`config.mk`:
```
export PLATFORM = sky130hd
export DESIGN_NAME = array_sort_reverse_engine_core
export DESIGN_NICKNAME = d
export VERILOG_FILES = /design/src/design/asre_pkg.sv /design/src/design/array_sort_reverse_engine_core.sv /design/src/design/asre_cell.sv
export SDC_FILE = /design/constraint.sdc
export NUM_CORES = 2
export LEC_CHECK = 0
export BUFFER_PORTS_ARGS = -buffer_cell sky130_fd_sc_hd__buf_2
export CAP_MARGIN = 10
export CELL_PAD_IN_SITES_DETAIL_PLACEMENT = 0
export CELL_PAD_IN_SITES_GLOBAL_PLACEMENT = 1
export CORE_MARGIN = 2
export CORE_UTILIZATION = 48
export CTS_BUF_LIST = sky130_fd_sc_hd__clkbuf_8
export CTS_CLUSTER_SIZE = 20
export DETAILED_ROUTE_END_ITERATION = 7
export GPL_TIMING_DRIVEN = 1
export PLACE_DENSITY = 0.78
export SLEW_MARGIN = 20
export SYNTH_ARGS = -nofsm -noshare
export SYNTH_HDL_FRONTEND = slang
export SYNTH_SLANG_ARGS = --single-unit
export TNS_END_PERCENT = 50
```
`constraint.sdc`:
```
create_clock -name i_clk -period 10.1 [get_ports i_clk]
set_input_delay 0 -clock i_clk [delete_from_list [all_inputs] [get_ports i_clk]]
set_output_delay 0 -clock i_clk [all_outputs]
set_load 0.01 [all_outputs]
```
`src/design/asre_pkg.sv`:
```
package asre_pkg;

    localparam int ASRE_MAX_ELEMENTS = 16;
    localparam int ASRE_DATA_W       = 64;

    // Configuration register indexes
    localparam logic REG_ORDER_MODE = 1'b0;
    localparam logic REG_ELEM_BITS  = 1'b1;

    // Order modes
    localparam logic [1:0] MODE_ASCEND  = 2'd0;
    localparam logic [1:0] MODE_DESCEND = 2'd1;
    localparam logic [1:0] MODE_REVERSE = 2'd2;
    localparam logic [1:0] MODE_ARRIVAL = 2'd3;

    // Cell commands
    localparam logic [1:0] OP_HOLD  = 2'd0;
    localparam logic [1:0] OP_LOAD  = 2'd1;
    localparam logic [1:0] OP_SORT  = 2'd2;
    localparam logic [1:0] OP_DRAIN = 2'd3;

    typedef struct packed {
        logic [ASRE_DATA_W-1:0] element;
        logic                   is_last;
    } t_in;

    typedef struct packed {
        logic [ASRE_DATA_W-1:0] out_element;
        logic                   out_last;
    } t_out;

    typedef struct packed {
        logic                   valid;
        logic [ASRE_DATA_W-1:0] value;
    } t_cell_dat;

    typedef struct packed {
        logic [1:0]             op;
        logic                   parity;
        logic [1:0]             mode;
        logic [ASRE_DATA_W-1:0] mask;
    } t_cmd;

    function automatic logic [ASRE_DATA_W-1:0] width_mask(input logic [6:0] w);
        logic [ASRE_DATA_W-1:0] m;
        if (w == 7'd0) begin
            m = '0;
        end else if (w >= 7'(ASRE_DATA_W)) begin
            m = '1;
        end else begin
            m = (ASRE_DATA_W'(1) << w) - ASRE_DATA_W'(1);
        end
        return m;
    endfunction

endpackage

```
`src/design/array_sort_reverse_engine_core.sv`:
```
// Throughput: loading shifts each element in at cell 0; the sort runs MAX_ELEMENTS rounds of
// odd-even transposition across the cell chain; results drain at one per cycle unless the
// output stalls. Input stalls outside load, so a new array waits until the last one drains.
// Reset: synchronous active-low; clears count, state and cell valid bits, sets mode 0, width 64.
module array_sort_reverse_engine_core
    import asre_pkg::*;
#(
    parameter int MAX_ELEMENTS = ASRE_MAX_ELEMENTS
) (
    input  logic       i_clk,
    input  logic       i_rst_n,
    // input channel
    input  logic       i_valid,
    output logic       o_stall,
    input  t_in        i_data,
    // output channel
    output logic       o_valid,
    input  logic       i_stall,
    output t_out       o_data,
    // configuration write channel
    input  logic       i_cfg_valid,
    output logic       o_cfg_ready,
    input  logic       i_cfg_index,
    input  logic [6:0] i_cfg_data
);

    localparam int TAG_W = $clog2(MAX_ELEMENTS);
    localparam int CNT_W = $clog2(MAX_ELEMENTS + 1);

    // Phases of one array
    localparam logic [1:0] ST_LOAD  = 2'd0;
    localparam logic [1:0] ST_SORT  = 2'd1;
    localparam logic [1:0] ST_DRAIN = 2'd2;

    logic [1:0]       r_state;
    logic [1:0]       n_state;
    logic [CNT_W-1:0] r_count;
    logic [CNT_W-1:0] n_count;
    logic [TAG_W-1:0] r_round;
    logic [TAG_W-1:0] n_round;
    logic [1:0]       r_order_mode;
    logic [6:0]       r_elem_bits;

    logic             w_in_xfer;
    logic             w_out_xfer;
    logic             w_room;
    t_cmd             w_cmd;

    t_cell_dat        w_dat  [MAX_ELEMENTS];
    logic [TAG_W-1:0] w_tag  [MAX_ELEMENTS];
    logic             w_swap [MAX_ELEMENTS];
    t_cell_dat        w_in_dat;
    t_cell_dat        w_empty;

    // ------------------------------------------------------------------
    // Configuration: always ready; the host must write only while idle, which the block does not enforce
    // ------------------------------------------------------------------
    assign o_cfg_ready = 1'b1;

    always_ff @(posedge i_clk) begin
        if (!i_rst_n) begin
            r_order_mode <= MODE_ASCEND;
            r_elem_bits  <= 7'(ASRE_DATA_W);
        end else if (i_cfg_valid && o_cfg_ready) begin
            unique case (i_cfg_index)
                REG_ORDER_MODE: r_order_mode <= i_cfg_data[1:0];
                REG_ELEM_BITS:  r_elem_bits  <= i_cfg_data;
                default: begin
                end
            endcase
        end
    end

    // ------------------------------------------------------------------
    // Handshakes
    // ------------------------------------------------------------------
    assign o_stall    = (r_state != ST_LOAD);
    assign w_in_xfer  = i_valid && !o_stall;
    assign w_room     = (r_count < CNT_W'(MAX_ELEMENTS));

    // Cell 0 is the head of the chain: results leave from there
    assign o_valid    = (r_state == ST_DRAIN) && w_dat[0].valid;
    assign w_out_xfer = o_valid && !i_stall;

    // Mask at the output; the sort already compares masked keys
    assign o_data.out_element = w_dat[0].value & w_cmd.mask;
    if (MAX_ELEMENTS > 1) begin : g_last
        assign o_data.out_last = !w_dat[1].valid;
    end else begin : g_last_one
        assign o_data.out_last = 1'b1;
    end

    // ------------------------------------------------------------------
    // Chain command: insert on load, compare-exchange on sort, shift on drain
    // ------------------------------------------------------------------
    always_comb begin
        w_cmd.op     = OP_HOLD;
        w_cmd.parity = r_round[0];
        w_cmd.mode   = r_order_mode;
        w_cmd.mask   = width_mask(r_elem_bits);
        unique case (r_state)
            ST_LOAD:  if (w_in_xfer && w_room) w_cmd.op = OP_LOAD;
            ST_SORT:  w_cmd.op = OP_SORT;
            ST_DRAIN: if (w_out_xfer) w_cmd.op = OP_DRAIN;
            default:  w_cmd.op = OP_HOLD;
        endcase
    end

    // Control: count, round counter and phase
    always_comb begin
        n_state = r_state;
        n_count = r_count;
        n_round = r_round;
        unique case (r_state)
            ST_LOAD: begin
                if (w_in_xfer) begin
                    // saturate at depth: drop the element, keep the count
                    if (w_room) n_count = r_count + CNT_W'(1);
                    if (i_data.is_last) begin
                        n_state = ST_SORT;
                        n_round = '0;
                    end
                end
            end
            ST_SORT: begin
                n_round = r_round + TAG_W'(1);
                if (r_round == TAG_W'(MAX_ELEMENTS - 1)) n_state = ST_DRAIN;
            end
            ST_DRAIN: begin
                if (w_out_xfer && o_data.out_last) begin
                    n_state = ST_LOAD;
                    n_count = '0;
                end
            end
            default: n_state = ST_LOAD;
        endcase
    end

    always_ff @(posedge i_clk) begin
        if (!i_rst_n) begin
            r_state <= ST_LOAD;
            r_count <= '0;
            r_round <= '0;
        end else begin
            r_state <= n_state;
            r_count <= n_count;
            r_round <= n_round;
        end
    end

    // ------------------------------------------------------------------
    // Cell chain. New elements enter at cell 0 and push older ones up,
    // each tagged with its arrival index for the two order-only modes.
    // ------------------------------------------------------------------
    assign w_in_dat.valid = 1'b1;
    assign w_in_dat.value = i_data.element;
    assign w_empty.valid  = 1'b0;
    assign w_empty.value  = '0;

    for (genvar k = 0; k < MAX_ELEMENTS; k++) begin : g_cell
        t_cell_dat        w_l_dat;
        logic [TAG_W-1:0] w_l_tag;
        logic             w_l_swap;
        t_cell_dat        w_r_dat;
        logic [TAG_W-1:0] w_r_tag;

        if (k == 0) begin : g_head
            assign w_l_dat  = w_in_dat;
            assign w_l_tag  = r_count[TAG_W-1:0];
            assign w_l_swap = 1'b0;
        end else begin : g_body
            assign w_l_dat  = w_dat[k-1];
            assign w_l_tag  = w_tag[k-1];
            assign w_l_swap = w_swap[k-1];
        end

        if (k == MAX_ELEMENTS - 1) begin : g_tail
            assign w_r_dat = w_empty;
            assign w_r_tag = '0;
        end else begin : g_inner
            assign w_r_dat = w_dat[k+1];
            assign w_r_tag = w_tag[k+1];
        end

        asre_cell #(
            .CELL_IDX (k),
            .TAG_W    (TAG_W)
        ) u_cell (
            .i_clk       (i_clk),
            .i_rst_n     (i_rst_n),
            .i_cmd       (w_cmd),
            .i_left_dat  (w_l_dat),
            .i_left_tag  (w_l_tag),
            .i_left_swap (w_l_swap),
            .i_right_dat (w_r_dat),
            .i_right_tag (w_r_tag),
            .o_dat       (w_dat[k]),
            .o_tag       (w_tag[k]),
            .o_swap      (w_swap[k])
        );
    end

endmodule

```
`src/design/asre_cell.sv`:
```
module asre_cell
    import asre_pkg::*;
#(
    parameter int CELL_IDX = 0,
    parameter int TAG_W    = 4
) (
    input  logic             i_clk,
    input  logic             i_rst_n,
    input  t_cmd             i_cmd,
    input  t_cell_dat        i_left_dat,
    input  logic [TAG_W-1:0] i_left_tag,
    input  logic             i_left_swap,
    input  t_cell_dat        i_right_dat,
    input  logic [TAG_W-1:0] i_right_tag,
    output t_cell_dat        o_dat,
    output logic [TAG_W-1:0] o_tag,
    output logic             o_swap
);

    localparam logic CELL_PAR = 1'(CELL_IDX % 2);

    t_cell_dat        r_dat;
    t_cell_dat        n_dat;
    logic [TAG_W-1:0] r_tag;
    logic [TAG_W-1:0] n_tag;
    logic [ASRE_DATA_W-1:0] w_own_key;
    logic [ASRE_DATA_W-1:0] w_right_key;
    logic             w_out_of_order;

    assign w_own_key   = r_dat.value & i_cmd.mask;
    assign w_right_key = i_right_dat.value & i_cmd.mask;

    // Pair order: lower cell is emitted first
    always_comb begin
        unique case (i_cmd.mode)
            MODE_ASCEND:  w_out_of_order = w_own_key > w_right_key;
            MODE_DESCEND: w_out_of_order = w_own_key < w_right_key;
            MODE_REVERSE: w_out_of_order = r_tag < i_right_tag;
            MODE_ARRIVAL: w_out_of_order = r_tag > i_right_tag;
            default:      w_out_of_order = 1'b0;
        endcase
    end

    assign o_swap = (i_cmd.op == OP_SORT) && (i_cmd.parity == CELL_PAR) &&
                    r_dat.valid && i_right_dat.valid && w_out_of_order;

    always_comb begin
        n_dat = r_dat;
        n_tag = r_tag;
        unique case (i_cmd.op)
            OP_HOLD: begin
            end
            OP_LOAD: begin
                n_dat = i_left_dat;
                n_tag = i_left_tag;
            end
            OP_SORT: begin
                if (o_swap) begin
                    n_dat = i_right_dat;
                    n_tag = i_right_tag;
                end else if (i_left_swap) begin
                    n_dat = i_left_dat;
                    n_tag = i_left_tag;
                end
            end
            OP_DRAIN: begin
                n_dat = i_right_dat;
                n_tag = i_right_tag;
            end
            default: begin
            end
        endcase
    end

    always_ff @(posedge i_clk) begin
        if (!i_rst_n) begin
            r_dat.valid <= 1'b0;
        end else begin
            r_dat.valid <= n_dat.valid;
        end
        r_dat.value <= n_dat.value;
        r_tag       <= n_tag;
    end

    assign o_dat = r_dat;
    assign o_tag = r_tag;

endmodule
```
# Word-level counts from Yosys, hierarchy flattened
# Index checks and enable logic that the tools add are counted.
dict set report op_classes {
  addsub 3
  magnitude_cmp 62
  eq_ne 30
  shifts 1
  mux 124
  n_bitwise 18
  reduce_logical 83
}
# operator count
set ops {}
lappend ops {{$pmux 65 s3} 16}
lappend ops {{$mux 65} 30}
lappend ops {{$and 64x64->64} 16}
lappend ops {{$gt 64x64->1} 15}
lappend ops {{$lt 64x64->1} 15}
lappend ops {{$pmux 4 s3} 16}
lappend ops {{$mux 4} 32}
lappend ops {{$mux 64} 2}
lappend ops {{$shl 1x7->64 const A} 1}
lappend ops {{$sub 64x2->64 const B} 1}
lappend ops {{$gt 4x4->1} 15}
lappend ops {{$lt 4x4->1} 15}
lappend ops {{$pmux 1 s4} 15}
lappend ops {{$logic_and 1x1->1} 52}
lappend ops {{$ne 3x1->1 const B} 14}
lappend ops {{$reduce_and 2->1} 18}
lappend ops {{$mux 5} 3}
lappend ops {{$pmux 2 s3} 2}
lappend ops {{$eq 2x2->1 const B} 5}
lappend ops {{$mux 2} 5}
lappend ops {{$pmux 5 s2} 1}
lappend ops {{$ne 2x2->1 const B} 4}
lappend ops {{$pmux 4 s2} 1}
lappend ops {{$reduce_and 4->1} 2}
lappend ops {{15 further kinds} 25}
dict set report word_totals {
  ff_bits 1124
  input_bits 78
  out_inout_bits 68
}

# Depth between registers and ports, before layout
dict set report logic_depth {
  depth_word 14
  ltp_mapped 33
  mapped_depth_nobuf 24
}

# By module
# A second synthesis with hierarchy kept.
dict set report unflattened {
  cells_unflattened 7988
  area_unflattened_um2 85752.2
}
# mod instances cells_per_inst area_each_um2 seq_area_each_um2
set modules_own_cells {}
lappend modules_own_cells {{asre_cell (g_cell[0].u_cell ...)} 8 467 5173.7 2062.0}
lappend modules_own_cells {{asre_cell (g_cell[11].u_cell ...)} 7 469 5119.9 2062.0}
lappend modules_own_cells {{asre_cell (g_cell[9].u_cell)} 1 467 5237.5 2062.0}
lappend modules_own_cells {array_sort_reverse_engine_core 1 502 3285.7 400.4}

# Least setup slack after synthesis
# OpenSTA, ideal clock, no wires.
dict set report synth_path {
  path_type {reg2reg}
  startpoint {register r_elem_bits[0]}
  endpoint {register g_cell[4].u_cell.r_dat (netlist bit g_cell[4].u_cell.o_dat[64])}
  setup_ps 73
  arrival_ps 9380
  required_time_ps 10027
  path_slack_ps 647
  path_stages_with_launch 27
  path_cell_list {dfxtp_1 > buf_2 > or4_1 > clkbuf_1 > nor2_2 > inv_1 > clkbuf_1 > clkbuf_1 > ha_1 > o21ai_0 > inv_1 > nand2_1 > nor2_1 > a221oi_1 > clkbuf_1 > nand2_1 > ha_1 > a21o_1 > a21o_1 > a221o_1 > a2111oi_0 > o21bai_1 > or3_1 > nor3_1 > nor3_1 > a21oi_1 > o221a_2}
}
dict set report synth_between {
  elab_chain_len 10
}
# element line_no
set synth_rtl {}
lappend synth_rtl {{start: declaration} array_sort_reverse_engine_core.sv:42} ;# logic [6:0] r_elem_bits;
lappend synth_rtl {{start signal: assignment} array_sort_reverse_engine_core.sv:63} ;# r_elem_bits <= 7'(ASRE_DATA_W);
lappend synth_rtl {{start signal: assignment} array_sort_reverse_engine_core.sv:67} ;# REG_ELEM_BITS: r_elem_bits <= i_cfg_data;
lappend synth_rtl {{$shl 1x7->64} asre_pkg.sv:51} ;# m = (ASRE_DATA_W'(1) << w) - ASRE_DATA_W'(1);
lappend synth_rtl {{$sub 64x2->64} asre_pkg.sv:51}
lappend synth_rtl {{$mux 64} asre_pkg.sv:48} ;# end else if (w >= 7'(ASRE_DATA_W)) begin
lappend synth_rtl {{$mux 64 (*)} asre_pkg.sv:46} ;# if (w == 7'd0) begin
lappend synth_rtl {{$and 64x64->64 (on tied branches)} {asre_cell.sv:30, asre_cell.sv:31}}
lappend synth_rtl {{$lt 64x64->1 / $gt 64x64->1 (equally long branches)} {asre_cell.sv:37, asre_cell.sv:36}}
lappend synth_rtl {{$pmux 1 s4} asre_cell.sv:35} ;# unique case (i_cmd.mode)
lappend synth_rtl {{$logic_and 1x1->1} asre_cell.sv:45} ;# r_dat.valid && i_right_dat.valid && w_out_of_order;
lappend synth_rtl {{$mux 65 / $ne 3x1->1 (equally long branches)} --}
lappend synth_rtl {{$pmux 65 s3 / $reduce_and 2->1 (equally long branches)} --}
lappend synth_rtl {{end: declaration} asre_cell.sv:22} ;# t_cell_dat r_dat;
# Every way passes the cells marked *; elsewhere a longest branch is shown, timed or not.
# A chain may end at the register's enable or synchronous reset.

==> results.yml <==
status:
  status: "finished, final reports clean"
flow_run:
  maxCapViolations: 0
yosys:
  yosysWarnings: 0
  synthAdderAreaFrac_pct: 15.8
  ys_types: 90
  synth-compound-area-share_pct: 8.77
  ys_seq_elements: 1124
  avgSynthCellArea_um2: 10.2
  ys_async_sr_fraction_pct: 0
  synth_nets: 8951
  synth_edf_count: 1088
  syn_inst: 7860
  synth_area_um2: 80000
  synth_xor_xnor_area_share_pct: 0.175
  ys.flop_type: "edfxtp_1"
  synth-seq-area-share_pct: 41.8
  yosys-mux-area-fraction_pct: 13.2
  synth_top_family_by_area: "adder cells"
  synthSimpleGateAreaFrac_pct: 14.5
power_and_ir_drop:
  total_power_uw: 24300
  p_per_area_nw_per_um2: 271
  comb_power_share_pct: 45.9
  sw_frac_of_total_pct: 43.4
  clkPwrFrac_pct: 17.3
  seqPwrFrac_pct: 36.8
  p_int_uw: 13800
  static-leakage-power_uw: 0.0409
  peakVddDrop_mv: 0.165
  switchingPower_uw: 10500
critical_path:
  crit_top_cell: "nor3_1"
  endpoint_kind: "flip-flop"
  path_cells: "or4_1 -> nor2_2 -> inv_1 -> ha_1 -> o221ai_1 -> nor3_1 -> nor3_1 -> a221o_1 -> a31oi_2 -> buf_4 -> nand2_1 -> ha_1 -> nand4_1 -> nor3_1 -> nand3_1 -> or4_4 -> a21oi_1 -> a211o_1 -> nor3_1 -> nor4_4 -> buf_4 -> mux2_2"
  required_ns: 10.84
  crit_arrival_ns: 10.29
  crit_path_max_fanout: 49
  cpMaxStageDelayCell: "a31oi_2"
  worst-path-buf-inv: 3
  criticalPathCategory: "reg2reg"
  max_stage_delay_ns: 0.83
  start_kind: "flip-flop"
  cp_top_family: "simple AND/OR/NAND/NOR gates"
placed_design:
  portBuffers: 144
  hpwlAfterDp_um: 232000
  routabilityCongestion: 0.999
timing:
  final_max_slew_viol_count: 0
  setup_tns_ns: 0
  period_share_pct: 94.5
  setup_viol: 0
  finalHoldViolations: 0
  rsz0062_at_grt: "no"
  tightest_slew_ns: 1.22
  fin_skew_ns: 0.0785
  max_freq_mhz: 105
  fin_crit_ns: 9.55
  slew_headroom_pct: 18.0
clock_network:
  cts_resized: 0
  cts_sinks: 1124
  post-cts-setup-buffers: 0
  numCtsBuffers: 205
  cts_root_buffer: "clkbuf_8"
  clockBufferDepth: 3
  insertion_delay_ns: 1.05
  htreeDepth: 4
  tritoncts: "yes"
  path_clk_slew_ns: 0.06
final_layout:
  nets: 9367
  area_delta_synth_final_pct: 12.0
  drive_gt1_share_pct: 18.5
  layout_common_cells: "nand2_1 (1357), edfxtp_1 (1088), ha_1 (1013)"
  final_common_cell: "nand2_1"
global_routing:
  grt_usage_pct: 35.0
  grt.overflow.total: 0
  grt_max_degree: 56
  grt_pass1_vias: 63400
  grt_pass1_wl_um: 434000
  grt_antenna_before_repair: 21
floorplanning:
  die_w_um: 412
  io_pins: 146
  dieArea_um2: 170000
  start_util_pct: 48.4
  core_um2: 165000
  die_y_um: 412
  fp-row-count: 149
route:
  num_vias: 65100
  drtPass1Iterations: 6
  viasPerCell: 6.11
  drtIter0Drc: 7304
  drc_errors: 0
  wl_per_cell_um: 28.4
  wirelength_um: 302000
  ant_nets: 0
hold_path:
  hold_class: "in2reg"
timing repair:
item | CTS | global route
endpoints found under the hold margin | 104 | 0
hold buffers | 165 | 0
setup endpoints to repair | 0 | 0
layer usage:
metal	GRT usage [%]	wire length (µm)	vias up
li1	-	-	29200
met3	8.63	32800	559
met1	49.6	131000	32000
met2	51.2	126000	3294
met5	0	74	-
met4	13.7	12400	8
synth_stat cells (all sizes together), types with 23 or more instances:
master | instances | area (µm²)
nand2 | 1364 | 5120
edfxtp | 1088 | 32700
ha | 1013 | 12700
mux2 | 902 | 10200
inv | 899 | 3370
and2 | 302 | 1890
a21oi | 300 | 1530
o21ai | 249 | 1260
nor2 | 234 | 883
nand4 | 197 | 1230
clkbuf | 173 | 649
a21o | 128 | 961
nand3 | 126 | 631
buf | 99 | 548
nor3 | 72 | 360
a211oi | 71 | 533
o211ai | 53 | 398
nor2b | 49 | 307
mux2i | 40 | 400
nor4 | 39 | 259
o21a | 39 | 293
dfxtp | 36 | 721
a31oi | 25 | 156
and3 | 23 | 144
path summary, 6_finish.rpt:
check                                                 start                          end  slack (ns)  depth (start not counted)
worst max-delay path                         r_elem_bits[0]   g_cell[4].u_cell.o_dat[10]        0.55                         22
worst min-delay path                             i_data[52]   g_cell[0].u_cell.o_dat[51]        0.07                          4
worst max register to register               r_elem_bits[0]   g_cell[4].u_cell.o_dat[10]        0.55                         22
worst min register to register  g_cell[15].u_cell.o_dat[64]  g_cell[15].u_cell.o_dat[64]        0.48                          2
area by class of cell:
cell class,instances,area (µm²)
Tap cell,2189,2740
Antenna cell,8,20.0
Fill cell,14900,75600
Inverter,900,3380
Clock buffer,207,2850
Clock inverter,171,910
Sequential cell,1124,33400
Multi-Input combinational cell,5564,42500
Timing Repair Buffer,481,3810
stage by stage:
step	cells	setup slack [ns]	cell area, µm²	hold WS [ns]	util (%)
finish	10600	0.551	89600	0.0740	54.2
CTS	10600	0.784	89500	0.00879	54.2
global route	10600	0.385	89500	0.0690	54.2
detailed placement	10100	0.837	84100	0.245	50.9
floorplan	7860	0.647	80000	0.111	-
global placement	10100	-0.0230	84000	0.243	50.9
cell families after synthesis:
kind of cell / Yosys count
AO/OA/AOI/OAI: 1080
XOR/XNOR: 16
adder cells (fa/ha/maj): 1013
buffers and inverters: 1172
flip-flops: 1124
multiplexers: 942
other: 1
AND/OR/NAND/NOR: 2512
flip-flops by register name, indices dropped and copies added, names as in the netlist:
register             cells
r_state                  2
g_cell.u_cell.o_tag     64
r_round                  4
r_elem_bits              7
r_count                  5
g_cell.u_cell.o_dat   1040
r_order_mode             2
power by group through the flow:
stage	clock [µW]	combinational, µW	sequential, µW
floorplan	0	7200	8220
global placement	0	10500	8920
CTS	4250	10900	8880
global route	4440	12300	9090
detailed placement	0	10800	8960
finish	4190	11200	8950
tightest hold or removal path, cell delays in order:
cell and delay [ns]:
dlygate4sd3_1 0.60, buf_2 0.13, nand2_1 0.13, nand2_1 0.09
(Power assumes the default switching activity.)
